`src/hw/rtl/i2cseq_pkg.sv`:
```
// Package for the I2C register transaction sequencer.
// Holds transfer structs, mode and result kind codes, and the result builder.
// No dependencies.
`default_nettype none

package i2cseq_pkg;

    localparam logic [1:0] MODE_BEGIN_WR = 2'd0;
    localparam logic [1:0] MODE_BEGIN_RD = 2'd1;
    localparam logic [1:0] MODE_HOST     = 2'd2;
    localparam logic [1:0] MODE_DONE     = 2'd3;

    localparam logic [2:0] K_START  = 3'd0;
    localparam logic [2:0] K_STOP   = 3'd1;
    localparam logic [2:0] K_WRITE  = 3'd2;
    localparam logic [2:0] K_RDACK  = 3'd3;
    localparam logic [2:0] K_RDNACK = 3'd4;
    localparam logic [2:0] K_HOST   = 3'd5;
    localparam logic [2:0] K_DONE   = 3'd6;
    localparam logic [2:0] K_REFUSE = 3'd7;

    localparam logic [7:0] WR_MASK = 8'hFE;
    localparam logic [7:0] RD_BIT  = 8'h01;

    typedef struct packed {
        logic [1:0] mode;
        logic [6:0] device_address;
        logic [7:0] register_index;
        logic [7:0] length;
        logic [7:0] data_byte;
        logic       ack_seen;
    } t_in_item;

    typedef struct packed {
        logic [2:0] kind;
        logic [7:0] byte_value;
        logic       address_acked;
        logic       data_acked;
        logic       last;
    } t_out_item;

    // Results produced by one input transfer.
    typedef struct packed {
        logic [1:0] count;
        t_out_item  item0;
        t_out_item  item1;
    } t_push;

    function automatic t_out_item mk_res(input logic [2:0] kind, input logic [7:0] value,
                                         input logic aa, input logic da, input logic lst);
        t_out_item r;
        r.kind          = kind;
        r.byte_value    = value;
        r.address_acked = aa;
        r.data_acked    = da;
        r.last          = lst;
        return r;
    endfunction

endpackage

`default_nettype wire

```
`src/hw/rtl/i2cseq_core.sv`:
```
// Transaction state machine: updates sequencing state on each accepted transfer
// and emits up to two results. Depends on i2cseq_pkg.
`default_nettype none

module i2cseq_core (
    input  wire logic                i_clk,
    input  wire logic                i_rst_n,
    input  wire logic                i_accept,
    input  wire i2cseq_pkg::t_in_item i_item,
    output i2cseq_pkg::t_push        o_push
);
    import i2cseq_pkg::*;

    typedef enum logic [3:0] {
        PH_IDLE, PH_START, PH_ADDR, PH_REG, PH_HOST,
        PH_DATA, PH_RESTART, PH_RADDR, PH_READ, PH_STOP
    } t_phase;

    t_phase     r_phase, n_phase;
    logic       r_reading, n_reading;
    logic [6:0] r_held_address, n_held_address;
    logic [7:0] r_held_register, n_held_register;
    logic [7:0] r_bytes_left, n_bytes_left;
    logic       r_addr_ack, n_addr_ack;
    logic       r_data_ack, n_data_ack;

    logic [7:0] wr_addr;
    logic [7:0] rd_addr;
    logic [7:0] bl_dec;
    t_push      push;

    assign wr_addr = {r_held_address, 1'b0} & WR_MASK;
    assign rd_addr = {r_held_address, 1'b0} | RD_BIT;
    assign bl_dec  = r_bytes_left - 8'd1;

    always_comb begin
        n_phase         = r_phase;
        n_reading       = r_reading;
        n_held_address  = r_held_address;
        n_held_register = r_held_register;
        n_bytes_left    = r_bytes_left;
        n_addr_ack      = r_addr_ack;
        n_data_ack      = r_data_ack;
        push.count      = 2'd1;
        push.item0      = mk_res(K_REFUSE, 8'd0, 1'b0, 1'b0, 1'b1);
        push.item1      = mk_res(K_REFUSE, 8'd0, 1'b0, 1'b0, 1'b1);
        case (i_item.mode)
            MODE_BEGIN_WR, MODE_BEGIN_RD: begin
                if (r_phase == PH_IDLE) begin
                    n_reading       = (i_item.mode == MODE_BEGIN_RD);
                    n_held_address  = i_item.device_address;
                    n_held_register = i_item.register_index;
                    n_bytes_left    = i_item.length;
                    n_addr_ack      = 1'b0;
                    n_data_ack      = 1'b0;
                    n_phase         = PH_START;
                    push.item0      = mk_res(K_START, 8'd0, 1'b0, 1'b0, 1'b1);
                end
            end
            MODE_HOST: begin
                if (r_phase == PH_HOST) begin
                    n_bytes_left = bl_dec;
                    n_phase      = PH_DATA;
                    push.item0   = mk_res(K_WRITE, i_item.data_byte, 1'b0, 1'b0, 1'b1);
                end
            end
            default: begin
                unique case (r_phase)
                    PH_START: begin
                        n_phase    = PH_ADDR;
                        push.item0 = mk_res(K_WRITE, wr_addr, 1'b0, 1'b0, 1'b1);
                    end
                    PH_ADDR: begin
                        n_addr_ack = i_item.ack_seen;
                        if (!i_item.ack_seen) begin
                            n_phase    = PH_STOP;
                            push.item0 = mk_res(K_STOP, 8'd0, 1'b0, 1'b0, 1'b1);
                        end else begin
                            n_phase    = PH_REG;
                            push.item0 = mk_res(K_WRITE, r_held_register, 1'b0, 1'b0, 1'b1);
                        end
                    end
                    PH_REG, PH_DATA: begin
                        n_data_ack = i_item.ack_seen;
                        if (r_phase == PH_REG && r_reading) begin
                            n_phase    = PH_RESTART;
                            push.item0 = mk_res(K_START, 8'd0, 1'b0, 1'b0, 1'b1);
                        end else if (r_bytes_left == 8'd0) begin
                            n_phase    = PH_STOP;
                            push.item0 = mk_res(K_STOP, 8'd0, 1'b0, 1'b0, 1'b1);
                        end else begin
                            n_phase    = PH_HOST;
                            push.count = 2'd0;
                        end
                    end
                    PH_RESTART: begin
                        n_phase    = PH_RADDR;
                        push.item0 = mk_res(K_WRITE, rd_addr, 1'b0, 1'b0, 1'b1);
                    end
                    PH_RADDR: begin
                        n_data_ack = i_item.ack_seen;
                        if (r_bytes_left == 8'd0) begin
                            n_phase    = PH_STOP;
                            push.item0 = mk_res(K_STOP, 8'd0, 1'b0, 1'b0, 1'b1);
                        end else begin
                            n_phase    = PH_READ;
                            push.item0 = mk_res((r_bytes_left == 8'd1) ? K_RDNACK : K_RDACK,
                                                8'd0, 1'b0, 1'b0, 1'b1);
                        end
                    end
                    PH_READ: begin
                        n_bytes_left = bl_dec;
                        push.count   = 2'd2;
                        push.item0   = mk_res(K_HOST, i_item.data_byte, 1'b0, 1'b0, 1'b0);
                        if (bl_dec == 8'd0) begin
                            n_phase    = PH_STOP;
                            push.item1 = mk_res(K_STOP, 8'd0, 1'b0, 1'b0, 1'b1);
                        end else begin
                            n_phase    = PH_READ;
                            push.item1 = mk_res((bl_dec == 8'd1) ? K_RDNACK : K_RDACK,
                                                8'd0, 1'b0, 1'b0, 1'b1);
                        end
                    end
                    PH_STOP: begin
                        n_phase    = PH_IDLE;
                        push.item0 = mk_res(K_DONE, 8'd0, r_addr_ack, r_data_ack, 1'b1);
                    end
                    default: begin
                        push.count = 2'd1;
                    end
                endcase
            end
        endcase
    end

    always_comb begin
        o_push       = push;
        o_push.count = i_accept ? push.count : 2'd0;
    end

    always_ff @(posedge i_clk) begin
        if (!i_rst_n) begin
            r_phase         <= PH_IDLE;
            r_reading       <= 1'b0;
            r_held_address  <= 7'd0;
            r_held_register <= 8'd0;
            r_bytes_left    <= 8'd0;
            r_addr_ack      <= 1'b0;
            r_data_ack      <= 1'b0;
        end else if (i_accept) begin
            r_phase         <= n_phase;
            r_reading       <= n_reading;
            r_held_address  <= n_held_address;
            r_held_register <= n_held_register;
            r_bytes_left    <= n_bytes_left;
            r_addr_ack      <= n_addr_ack;
            r_data_ack      <= n_data_ack;
        end
    end

endmodule

`default_nettype wire

```
`src/hw/rtl/i2cseq_queue.sv`:
```
// Four-entry result queue: takes up to two results per cycle, hands out one unless stalled.
// Depends on i2cseq_pkg.
`default_nettype none

module i2cseq_queue (
    input  wire logic                  i_clk,
    input  wire logic                  i_rst_n,
    input  wire i2cseq_pkg::t_push     i_push,
    output logic                       o_full,
    output logic                       o_valid,
    input  wire logic                  i_stall,
    output i2cseq_pkg::t_out_item      o_item
);
    import i2cseq_pkg::*;

    t_out_item  r_mem [4];
    logic [1:0] r_wr_ptr, n_wr_ptr;
    logic [1:0] r_rd_ptr, n_rd_ptr;
    logic [2:0] r_count, n_count;
    logic       pop;
    logic [1:0] wr_next;

    assign o_valid = (r_count != 3'd0);
    assign o_item  = r_mem[r_rd_ptr];
    assign o_full  = (r_count > 3'd2);
    assign pop     = o_valid && !i_stall;
    assign wr_next = r_wr_ptr + 2'd1;

    always_comb begin
        n_wr_ptr = r_wr_ptr + i_push.count;
        n_rd_ptr = r_rd_ptr + {1'b0, pop};
        n_count  = r_count + {1'b0, i_push.count} - {2'b00, pop};
    end

    always_ff @(posedge i_clk) begin
        if (i_push.count != 2'd0) begin
            r_mem[r_wr_ptr] <= i_push.item0;
        end
        if (i_push.count == 2'd2) begin
            r_mem[wr_next] <= i_push.item1;
        end
    end

    always_ff @(posedge i_clk) begin
        if (!i_rst_n) begin
            r_wr_ptr <= 2'd0;
            r_rd_ptr <= 2'd0;
            r_count  <= 3'd0;
        end else begin
            r_wr_ptr <= n_wr_ptr;
            r_rd_ptr <= n_rd_ptr;
            r_count  <= n_count;
        end
    end

endmodule

`default_nettype wire

```
`src/hw/rtl/i2c_register_transaction_sequencer.sv`:
```
// Top level of the I2C register transaction sequencer.
// Depends on i2cseq_pkg, i2cseq_core and i2cseq_queue.
//
// Input channel (i_in_valid / o_in_stall / i_in_item): begin-write and
// begin-read requests, host data bytes and bus engine completions. Output
// channel (o_out_valid / i_out_stall / o_out_item): engine commands (start,
// stop, write byte, read with ack or nack), bytes for the host, done reports
// and refusals. Each input transfer yields zero, one or two results; the
// last one carries the last flag.
//
// An input transfer updates the sequencing state at its accepting edge and
// its results enter the queue at that edge. One input transfer is
// taken every cycle while the four-entry result queue has room for two
// results; results leave at one per cycle unless the receiver stalls. When
// it stalls, the queue fills and o_in_stall rises once fewer than two slots
// remain free. Reset returns the sequencer to idle and empties the queue.
`default_nettype none

module i2c_register_transaction_sequencer (
    input  wire logic                  i_clk,
    input  wire logic                  i_rst_n,
    input  wire logic                  i_in_valid,
    output logic                       o_in_stall,
    input  wire i2cseq_pkg::t_in_item  i_in_item,
    output logic                       o_out_valid,
    input  wire logic                  i_out_stall,
    output i2cseq_pkg::t_out_item      o_out_item
);
    import i2cseq_pkg::*;

    logic  accept;
    logic  full;
    t_push push;

    assign o_in_stall = full;
    assign accept     = i_in_valid && !full;

    i2cseq_core u_core (
        .i_clk    (i_clk),
        .i_rst_n  (i_rst_n),
        .i_accept (accept),
        .i_item   (i_in_item),
        .o_push   (push)
    );

    i2cseq_queue u_queue (
        .i_clk   (i_clk),
        .i_rst_n (i_rst_n),
        .i_push  (push),
        .o_full  (full),
        .o_valid (o_out_valid),
        .i_stall (i_out_stall),
        .o_item  (o_out_item)
    );

endmodule

`default_nettype wire

```
`config.mk`:
```
export PLATFORM = sky130hd
export DESIGN_NAME = i2c_register_transaction_sequencer
export DESIGN_NICKNAME = d
export VERILOG_FILES = /design/src/hw/rtl/i2cseq_pkg.sv /design/src/hw/rtl/i2cseq_core.sv /design/src/hw/rtl/i2cseq_queue.sv /design/src/hw/rtl/i2c_register_transaction_sequencer.sv
export SDC_FILE = /design/constraint.sdc
export NUM_CORES = 1
export LEC_CHECK = 0
export ABC_AREA = 1
export BUFFER_PORTS_ARGS = -buffer_cell sky130_fd_sc_hd__clkbuf_2
export CAP_MARGIN = 25
export CORE_ASPECT_RATIO = 1.4
export CORE_UTILIZATION = 64
export DETAILED_ROUTE_END_ITERATION = 16
export PLACE_DENSITY_LB_ADDON = 0.08
export SLEW_MARGIN = 25
export SYNTH_ARGS = -nofsm -noshare
export SYNTH_HDL_FRONTEND = slang
export SYNTH_SLANG_ARGS = --single-unit
```
`constraint.sdc`:
```
create_clock -name i_clk -period 5.8 [get_ports i_clk]
set_input_delay 0.58 -clock i_clk [delete_from_list [all_inputs] [get_ports i_clk]]
set_output_delay 0.58 -clock i_clk [all_outputs]
set_load 0.005 [all_outputs]
```
==> run summary, run 1 <==
Status - complete, no violations
Syn nets - 885
Finished Cell Area - 5980 um2
Core area - 8200 um2
Sequential power share - 37.6%
Peak VDD IR - 0.000275 V
CTS tree - done
Synth area leader - dfxtp_1
Post-synthesis simple-gate area fraction - 36.8%
Synth area leaders - dfxtp_1 30%, nand2_1 12%, nor2_1 12%
CP startpoint - u_queue.r_rd_ptr[0]
Post-CTS setup buffers - 0
Ant diodes - 0
CP Data Required Time - 5220 ps
Total grt overflow - 0
Vias per std cell - 5.66
Crit path cell chain - inv_1 > o21ai_0 > a21oi_1 > a21oi_1 > clkbuf_2
Syn avg cell area - 6.49 um2
Most used cell, CP - a21oi_1
Area grow syn2layout - 9.91%
Cell Area, Placed - 5630 um2
Switching power - 1040 uW
Vias after detailed routing - 5491
Skew-Pair Late Insertion Delay - 340 ps
Cell Rows - 39
Synth Instances - 838
Final min period - 3240 ps
CP Capture Type - output pin
Worst Setup Start Kind - register
Asr flop ratio synth - 0%
Synth Area in Compound Gates - 13.7%
Post-synthesis mux area share - 0.184%
First-pass GRT wire length - 22.7 mm
Maximum clock path buffer count - 2
Starting Density - 66.4%
Yosys top cell area share - 29.8%
Total power divided by cell area - 442 nW/um2
Max FO, Critical Path - 30
Cell internal pwr - 1600 uW
Adder-Cell Fraction of Synth Area - 2.21%
Post-synth EDFFs - 12
Die Span Y - 111 um
Worst path top cell family by delay - flip-flops
Arrival @ worst endpoint - 2660 ps
Main combinational cell family by area after synthesis - simple AND/OR/NAND/NOR gates
Synth cell count leaders - 173 x nand2_1, 168 x nor2_1, 85 x inv_1, 82 x nand3_1, 81 x dfxtp_1
Max H-tree Level - 3
Layout cell share with drive strength beyond 1 - 11.3%
Synth Warn # - 0
WL/cell - 13.9 um
Max Clock Skew - 7.56 ps
Largest net degree at the start of global routing - 65
Ys flop type - dfxtp_1
# IOs - 54
CP peak stage delay - 940 ps
DR iter-0 viols - 409
Placer congestion estimate - 0.950
Die Wd - 79.9 um
1st-pass router iterations - 5
Final Core Density - 72.9%
Power share of the clock group - 25.1%
WS Path Type - register to output pin
Comb power frac - 37.3%
Final Hold Viols - 0
Cts bufs inserted - 9
Post-DRT Antenna Nets - 0
Max-slew violation count - 0
WP buf/inv - 2
Hold Path Class - input pin to register
CTS Root Cell - clkbuf_16
# port buffers - 53
Setup Viol. Count Final - 0
Max Cap Viol - 0
Min-delay src - i_in_item[22]
Peak Freq - 309 MHz
CTS resizes - 0
Total Routing Usage GR - 32.0%
# nets final - 910
Full die area - 8880 um2
Clk sinks - 93
Slowest CP cell - dfxtp_1
Hold buffers post-CTS - 0
Worst-Margin Slew - 1010 ps
Vias in the first global route - 4980
Sum Neg Setup Slack - 0 ps
Final routed DRC violation total - 0
Period utilisation layout - 55.8%
Dpl hpwl - 9.20 mm
Post-Synth XOR/XNOR Area - 0.644%
Initial antenna violation count - 0
Unique cell type count in the Yosys netlist - 36
Static leakage - 0.00307 uW
Sw frac - 39.3%
Synthesized cell area - 5440 um2
Count leader, synth - nand2_1
Flops & latches, synth - 93
Register area share after synthesis - 36.4%
Critical R2R Launch - u_core.r_phase[0]
Worst-path clk slew - 60 ps
RSZ-0062 raised after global routing - false
Final WL - 13.5 mm
Rel. slew slack - 32.2%
-- layer usage --
layer  GRT usage [%]  routed length (um)
met1            39.2                5730
met2            55.5                6770
met3            4.69                 659
met4            12.0                 303
met5               0                   0
-- stage by stage --
step                      hold WS (ps)  total power, uW  setup slack [ps]  std cells
final                              457             2640              2560        970
after global routing               462             2830              2330        970
after CTS                          452             2640              2630        970
after detailed placement           445             1970              2840        954
after global placement             435             1930              2940        954
after floorplan                    424             1740              3340        838
-- power by group through the flow --
stage | logic (uW) | clock network [uW] | registers, uW
6_report | 985 | 662 | 993
5_1_grt | 1120 | 693 | 1020
4_1_cts | 981 | 669 | 988
3_5_place_dp | 970 | 0 | 998
3_3_place_gp | 938 | 0 | 992
2_1_floorplan | 790 | 0 | 947
-- area by class of cell --
class | count | area, um2
sequential | 93 | 1980
fill | 694 | 2220
inverter | 88 | 330
multi-input combinational | 616 | 2910
tap | 102 | 128
clock inverter | 4 | 57.6
timing repair buffer | 55 | 280
clock buffer | 12 | 289
-- path summary, 6_finish.rpt --
path                                to  slack [ps]  cells past startpoint
max                      o_out_item[1]        2560                      5
min          u_core.r_held_register[5]         460                      3
max reg2reg       u_queue.r_mem[0][11]        2910                     11
min reg2reg        u_queue.r_mem[0][0]         470                      2
-- placed cells by master (no fill, tap or decap), types with 6 or more instances in the layout --
cell type	netlist	layout
nand2_1	173	173
dfxtp_1	81	81
edfxtp_1	12	12
nor2_2	6	6
o21ai_1	10	10
a21oi_1	52	52
ha_1	8	8
o21ai_0	63	63
nor2_1	168	168
nand3_2	9	9
nand4_1	7	7
clkbuf_2	1	53
nand3_1	82	82
clkbuf_16	0	11
o22ai_1	12	12
inv_1	85	85
-- tightest hold or removal path, stage by stage --
cell and delay, ps:
clkbuf_2 70, nor2_1 30, nor2_1 80
-- sequential cells by signal, summed over array words and instances, names as in the netlist --
signal,count
u_core.r_addr_ack,1
u_core.r_bytes_left,8
u_core.r_data_ack,1
u_core.r_held_address,7
u_core.r_held_register,8
u_core.r_phase,4
u_core.r_reading,1
u_queue.r_count,3
u_queue.r_mem,56
u_queue.r_rd_ptr,2
u_queue.r_wr_ptr,2
-- cell families after synthesis --
group	after synthesis
simple gates	459
compound gates	143
buf+inv	129
flops	93
fa+ha+maj	9
xor+xnor	4
mux	1
(Power assumes the default switching activity.)
==> run 2: changes to the inputs <==
- CORE_UTILIZATION: 64 -> 54
- clock period: 5.8 -> 2.7 ns (I/O delays scaled with it)
==> run 2 against run 1 <==
Global-route usage is 5.2 points lower. First-iteration DRC count fell by 24%. Cell area grew 2.7%. Sequential share of layout area down 0.88 points. Wire length rose by 1.2%. Core utilization shrank 11 points. Final cell count grew 5.3%. Non-clock buffer count rose by 18. Via count is 2.0% lower. Highest routed layer unchanged.
==> run summary, run 2 (synthesis results as in run 1) <==
Cts bufs inserted - 9 (unchanged)
Static leakage - 0.00314 uW (+2.5%)
Layout cell share with drive strength beyond 1 - 13.2% (+1.9 points)
Worst-Margin Slew - 697 ps (-316 ps)
Sequential power share - 36.5% (-1.1 points)
RSZ-0062 raised after global routing - false
Area grow syn2layout - 12.9%
Vias after detailed routing - 5381 (-2.0%)
Storage element area - 1980 um2 (unchanged)
Post-CTS setup buffers - 0 (unchanged)
Hold Path Class - input pin to register
CTS tree - done
1st-pass router iterations - 5 (unchanged)
Switching power - 2250 uW (+120%)
Die Span Y - 121 um (+8.7%)
WS Path Type - register to register
Sum Neg Setup Slack - 0 ps (unchanged)
CP Data Required Time - 2940 ps (-2280 ps)
Cell Rows - 43 (+10%)
Period utilisation layout - 92.1%
Skew-Pair Late Insertion Delay - 350 ps (about the same)
Arrival @ worst endpoint - 2720 ps (+60 ps)
Ant diodes - 0 (unchanged)
Starting Density - 55.3% (-11 points)
Max-slew violation count - 0 (unchanged)
Worst-path clk slew - 70 ps (about the same)
Largest registers - u_queue.r_mem (56), u_core.r_bytes_left (8), u_core.r_held_register (8)
Total power - 5690 uW (+120%)
Post-DRT Antenna Nets - 0 (unchanged)
Final min period - 2490 ps
Multi-input combinational cell area - 2920 um2 (about the same)
Max FFs per register - 56 (unchanged)
Status - complete, no violations
Max Cap Viol - 0 (unchanged)
Max H-tree Level - 3 (unchanged)
Dpl hpwl - 9.88 mm (+7.4%)
Final Hold Viols - 0 (unchanged)
Clk sinks - 93 (unchanged)
Initial antenna violation count - 0 (unchanged)
Peak VDD IR - 0.000469 V (+71%)
Final Core Density - 62.4% (-11 points)
Max FO, Critical Path - 7 (-77%)
Total power divided by cell area - 926 nW/um2 (+110%)
Largest net degree at the start of global routing - 49 (-25%)
Setup Viol. Count Final - 0 (unchanged)
Pre-CTS WS - 190 ps (-2650 ps)
Filler cells - 975 (+40%)
# nets final - 928 (+2.0%)
Full die area - 10500 um2 (+18%)
Cell internal pwr - 3430 uW (+110%)
Rel. slew slack - 53.4% (+21 points)
Hold buffers post-CTS - 0 (unchanged)
# IOs - 54 (unchanged)
Placer congestion estimate - 0.919 (-3.2%)
Peak Freq - 402 MHz
# port buffers - 53 (unchanged)
Core area - 9850 um2 (+20%)
Final WL - 13.6 mm (+1.2%)
Most common cell after layout, fill and taps aside - nand2_1
Sw frac - 39.6% (+0.39 points)
Max Clock Skew - 6.29 ps (-1.27 ps)
Vias in the first global route - 4751 (-4.6%)
Reg with most FFs - u_queue.r_mem
Most frequent cells in the layout - 173 x nand2_1, 168 x nor2_1, 85 x inv_1, 82 x nand3_1, 81 x dfxtp_1
Comb power frac - 39.4% (+2.1 points)
First-pass GRT wire length - 22.0 mm (-3.0%)
Die Wd - 86.8 um (+8.6%)
Total grt overflow - 0 (unchanged)
Worst Setup Start Kind - register
Maximum clock path buffer count - 2 (unchanged)
CTS Root Cell - clkbuf_16
PnR worst setup slack - 214 ps (-2350 ps)
Final routed DRC violation total - 0 (unchanged)
CP Capture Type - register
DR iter-0 viols - 311 (-24%)
Total Routing Usage GR - 26.8% (-5.2 points)
WL/cell - 13.3 um (-3.9%)
Vias per std cell - 5.27 (-6.9%)
Power share of the clock group - 24.1% (-1.0 points)
CTS resizes - 0 (unchanged)
run 2: cell types whose count changed in the layout (fill, tap and decap cells not counted), sizes merged:
cell    before  now
clkinv       0    3
buf          2   20
inv         90   89
clkbuf      65   63
run 2: worst paths after layout:
path	startpoint	end	slack [ps]	cells past startpoint
min reg2reg	u_core.r_addr_ack	u_core.r_addr_ack	470	2
min	i_in_item[22]	u_core.r_held_register[5]	140	3
max	u_core.r_bytes_left[0]	u_queue.r_count[2]	210	13
max reg2reg	u_core.r_bytes_left[0]	u_queue.r_count[2]	210	13
run 2: per-stage QoR:
step / cells / hold slack (ps) / cell area, um2
6_report: 1021 / 141 / 6140
5_1_grt: 1021 / 145 / 6140
4_1_cts: 1021 / 137 / 6140
3_5_place_dp: 1005 / 443 / 5810
3_3_place_gp: 1005 / 433 / 5810
2_1_floorplan: 838 / 405 / 5440
run 2: layout make-up:
| cell class | instances | share of cell area [%] |
|---|---|---|
| clock inverter | 6 | 1.30 |
| tap | 135 | 2.75 |
| multi-input combinational | 616 | 47.5 |
| timing repair buffer | 73 | 6.76 |
| inverter | 88 | 5.38 |
| clock buffer | 10 | 4.07 |
| sequential | 93 | 32.3 |
run 2: worst max-delay path, cell delays in order, from the launching register on:
cell and delay, ps:
dfxtp_1 360, inv_1 120, ha_2 250, nand2_1 90, inv_1 40, nand2_1 160
nand4_1 150, nand2_2 150, inv_1 80, ha_1 210, fa_1 380, xor2_1 190
o21ai_0 160, a21oi_1 50
run 2: metal layers:
| layer | share of wire [%] | routed length [um] | vias to the layer above | track usage (%) |
|---|---|---|---|---|
| li1 | - | - | 2780 | - |
| met5 | 0 | 0 | - | 0 |
| met3 | 4.3 | 589 | 18 | 4.57 |
| met2 | 50 | 6770 | 138 | 45.5 |
| met4 | 1.6 | 217 | 0 | 9.38 |
| met1 | 44 | 6050 | 2445 | 33.8 |
run 2: power groups by stage:
stage / logic, uW / registers [uW] / clock network (uW)
floorplan: 1700 / 2030 / 0
CTS: 2240 / 2070 / 1390
global route: 2550 / 2120 / 1460
detailed placement: 2230 / 2090 / 0
finish: 2240 / 2070 / 1370
global placement: 2180 / 2080 / 0
==> run 3: changes to the inputs <==
- CORE_UTILIZATION: 54 -> 64
- SYNTH_HIERARCHICAL: not set -> 1
- clock period: 2.7 -> 3 ns (I/O delays scaled with it)
==> run 3 against run 2 <==
Non-clock buffer count decreased by 5. Final cell count decreased by 19%. Synthesized area decreased by 1.7%. First-iteration DRC count decreased by 0.64%. Sequential share of layout area increased by 8.6 points. Global-route usage increased by 1.9 points. Clock skew increased by 0.74 ps. Wire length decreased by 12%. Core utilization increased by 10 points. Highest routed layer unchanged.
==> run summary, run 3 <==
Clk sinks - 93 (unchanged)
Final Hold Viols - 0 (unchanged)
RSZ-0062 raised after global routing - false
Starting Density - 65.6% (+10 points)
Area grow syn2layout - 10.9%
Worst-Margin Slew - 663 ps (-34.6 ps)
CTS resizes - 0 (unchanged)
Most frequent cells in the layout - 136 x nand2_1, 98 x nor2_1, 71 x o21ai_0, 56 x edfxtp_1, 54 x inv_1
Synth Warn # - 6 (+6)
Crit path cell chain - inv_1 > ha_1 > nand2_1 > nor2_1 > inv_1 > nand2_1 > nor2_1 > nor3_1 > buf_4 > nor2_8 > nand3_2 > buf_4 > nand2_1 > o21ai_0
Placer congestion estimate - 1.01 (+10%)
Register area share after synthesis - 45.3% (+8.9 points)
Most Crowded Layer GR - met2
# IOs - 54 (unchanged)
Total Routing Usage GR - 28.7% (+1.9 points)
Status - complete, no violations
DR iter-0 viols - 309 (-0.64%)
WS Path Type - register to register
Peak VDD IR - 0.000512 V (+9.1%)
Skew-Pair Late Insertion Delay - 340 ps (about the same)
Total power divided by cell area - 695 nW/um2 (-25%)
Setup Viol. Count Final - 0 (unchanged)
Core area - 8150 um2 (-17%)
Non-Filler Instances - 832 (-19%)
# nets final - 772 (-17%)
Largest registers - u_queue/r_mem (56), u_core/r_bytes_left (8), u_core/r_held_register (8)
Die Wd - 79.2 um (-8.7%)
Worst-path clk slew - 60 ps (about the same)
Synth Instances - 673 (-20%)
Dpl hpwl - 8.68 mm (-12%)
Cell Rows - 39 (-9.3%)
Met3 usage - 4.12% (-0.46 points)
Die Span Y - 110 um (-8.8%)
CP peak stage delay - 390 ps (about the same)
Max FFs per register - 56 (unchanged)
Period utilisation layout - 87.6% (-4.4 points)
Syn avg cell area - 7.94 um2 (+22%)
Post-synth EDFFs - 56 (+44)
Maximum clock path buffer count - 2 (unchanged)
Flops & latches, synth - 93 (unchanged)
Peak Freq - 380 MHz (-5.4%)
Hold Path Class - input pin to register
Static leakage - 0.00248 uW (-21%)
Final routed DRC violation total - 0 (unchanged)
WL/cell - 14.4 um (+7.9%)
Post-DRT Antenna Nets - 0 (unchanged)
First-pass GRT wire length - 19.3 mm (-12%)
Worst Setup Start Kind - register
Max FO, Critical Path - 18 (+11)
Ys flop type - edfxtp_1
1st-pass router iterations - 7 (+2)
CP Data Required Time - 3080 ps (+140 ps)
CTS Root Cell - clkbuf_16
Slowest CP cell - dfxtp_1
Final WL - 12.0 mm (-12%)
Met2 Usage GRT - 55.0% (+9.5 points)
Max-slew violation count - 0 (unchanged)
Final Core Density - 72.7% (+10 points)
Final min period - 2630 ps (+143 ps)
Synth area leader - edfxtp_1
Vias per std cell - 5.59 (+6.0%)
Initial antenna violation count - 0 (unchanged)
CTS tree - done
Vias in the first global route - 4366 (-8.1%)
Total grt overflow - 0 (unchanged)
Met1 Use GR - 30.8% (-3.1 points)
Yosys top cell area share - 31.5% (+1.7 points)
Synth area leaders - edfxtp_1 31%, dfxtp_1 14%, nand2_1 9.6%
Unique cell type count in the Yosys netlist - 42 (+17%)
Synth cell count leaders - 136 x nand2_1, 98 x nor2_1, 71 x o21ai_0, 56 x edfxtp_1, 54 x inv_1
Ant diodes - 0 (unchanged)
Cts bufs inserted - 9 (unchanged)
WHS - 212 ps (+70.6 ps)
CP Capture Type - register
Most common cell after layout, fill and taps aside - nand2_1
PnR worst setup slack - 372 ps (+157 ps)
Vias after detailed routing - 4648 (-14%)
Max H-tree Level - 3 (unchanged)
Layout cell share with drive strength beyond 1 - 18.9% (+5.7 points)
Sum Neg Setup Slack - 0 ps (unchanged)
Max Clock Skew - 7.03 ps (+0.739 ps)
Full die area - 8730 um2 (-17%)
Hold buffers post-CTS - 0 (unchanged)
Largest net degree at the start of global routing - 34 (-31%)
Reg with most FFs - u_queue/r_mem
Rel. slew slack - 55.4% (+2.0 points)
Arrival @ worst endpoint - 2710 ps (about the same)
Post-CTS setup buffers - 0 (unchanged)
Pre-CTS WS - 429 ps (+239 ps)
Synthesized cell area - 5350 um2 (-1.7%)
# port buffers - 53 (unchanged)
Inst Count DP - 816 (-19%)
Most used cell, CP - nand2_1
Count leader, synth - nand2_1
Asr flop ratio synth - 0% (unchanged)
Max Cap Viol - 0 (unchanged)
==> run 3: area by class of cell <==
class	count	area (um2)
Fill cell	683	2220
Clock buffer	10	229
Sequential cell	93	2420
Multi-Input combinational cell	486	2460
Clock inverter	6	62.6
Timing Repair Buffer	68	378
Tap cell	102	128
Inverter	67	251
==> run 3: path summary, 6_finish.rpt <==
kind,start,to,slack [ps],cells past startpoint
setup / recovery,u_core/r_bytes_left[0],u_queue/r_mem[3][7],370,14
hold / removal,i_in_item[19],u_core/r_held_register[2],210,3
setup reg to reg,u_core/r_bytes_left[0],u_queue/r_mem[3][7],370,14
hold reg to reg,u_core/r_held_address[5],u_core/r_held_address[5],490,2
==> run 3: per-stage QoR <==
stage	total power (uW)	instance area, um2
2_1_floorplan	2610	5380
3_3_place_gp	2970	5640
3_5_place_dp	3020	5640
4_1_cts	4130	5930
5_1_grt	4380	5930
6_report	4120	5930
==> run 3: critical path: cells and delay by family, from the launching register on <==
kind	cells	cell delay [ps]
flops	1	390
fa+ha+maj	1	240
compound gates	1	90
buf+inv	4	750
simple gates	8	900
==> run 3: cells by family (layout without fill, tap and decap cells) <==
family / count (synthesis) / in the layout / share of synthesized area (%)
and+or+nand+nor: 280 / 280 / 22.1
AOI/OAI and AO/OA: 182 / 182 / 19.8
buffers and inverters: 103 / 151 / 9.71
DFF: 93 / 93 / 45.3
adders and majority gates: 9 / 9 / 2.25
xor gates and xnor gates: 4 / 4 / 0.656
other: 2 / 11 / 0.141
==> run 3: power breakdown <==
group	internal, uW	switching (uW)
registers	1580	127
clock network	645	468
logic	470	833
total	2690	1430
==> run 3: routing by layer <==
metal	share of wire [%]	vias to the layer above
met4	1.5	0
met5	0	-
met2	56	137
li1	-	2339
met3	4.1	17
met1	39	2155
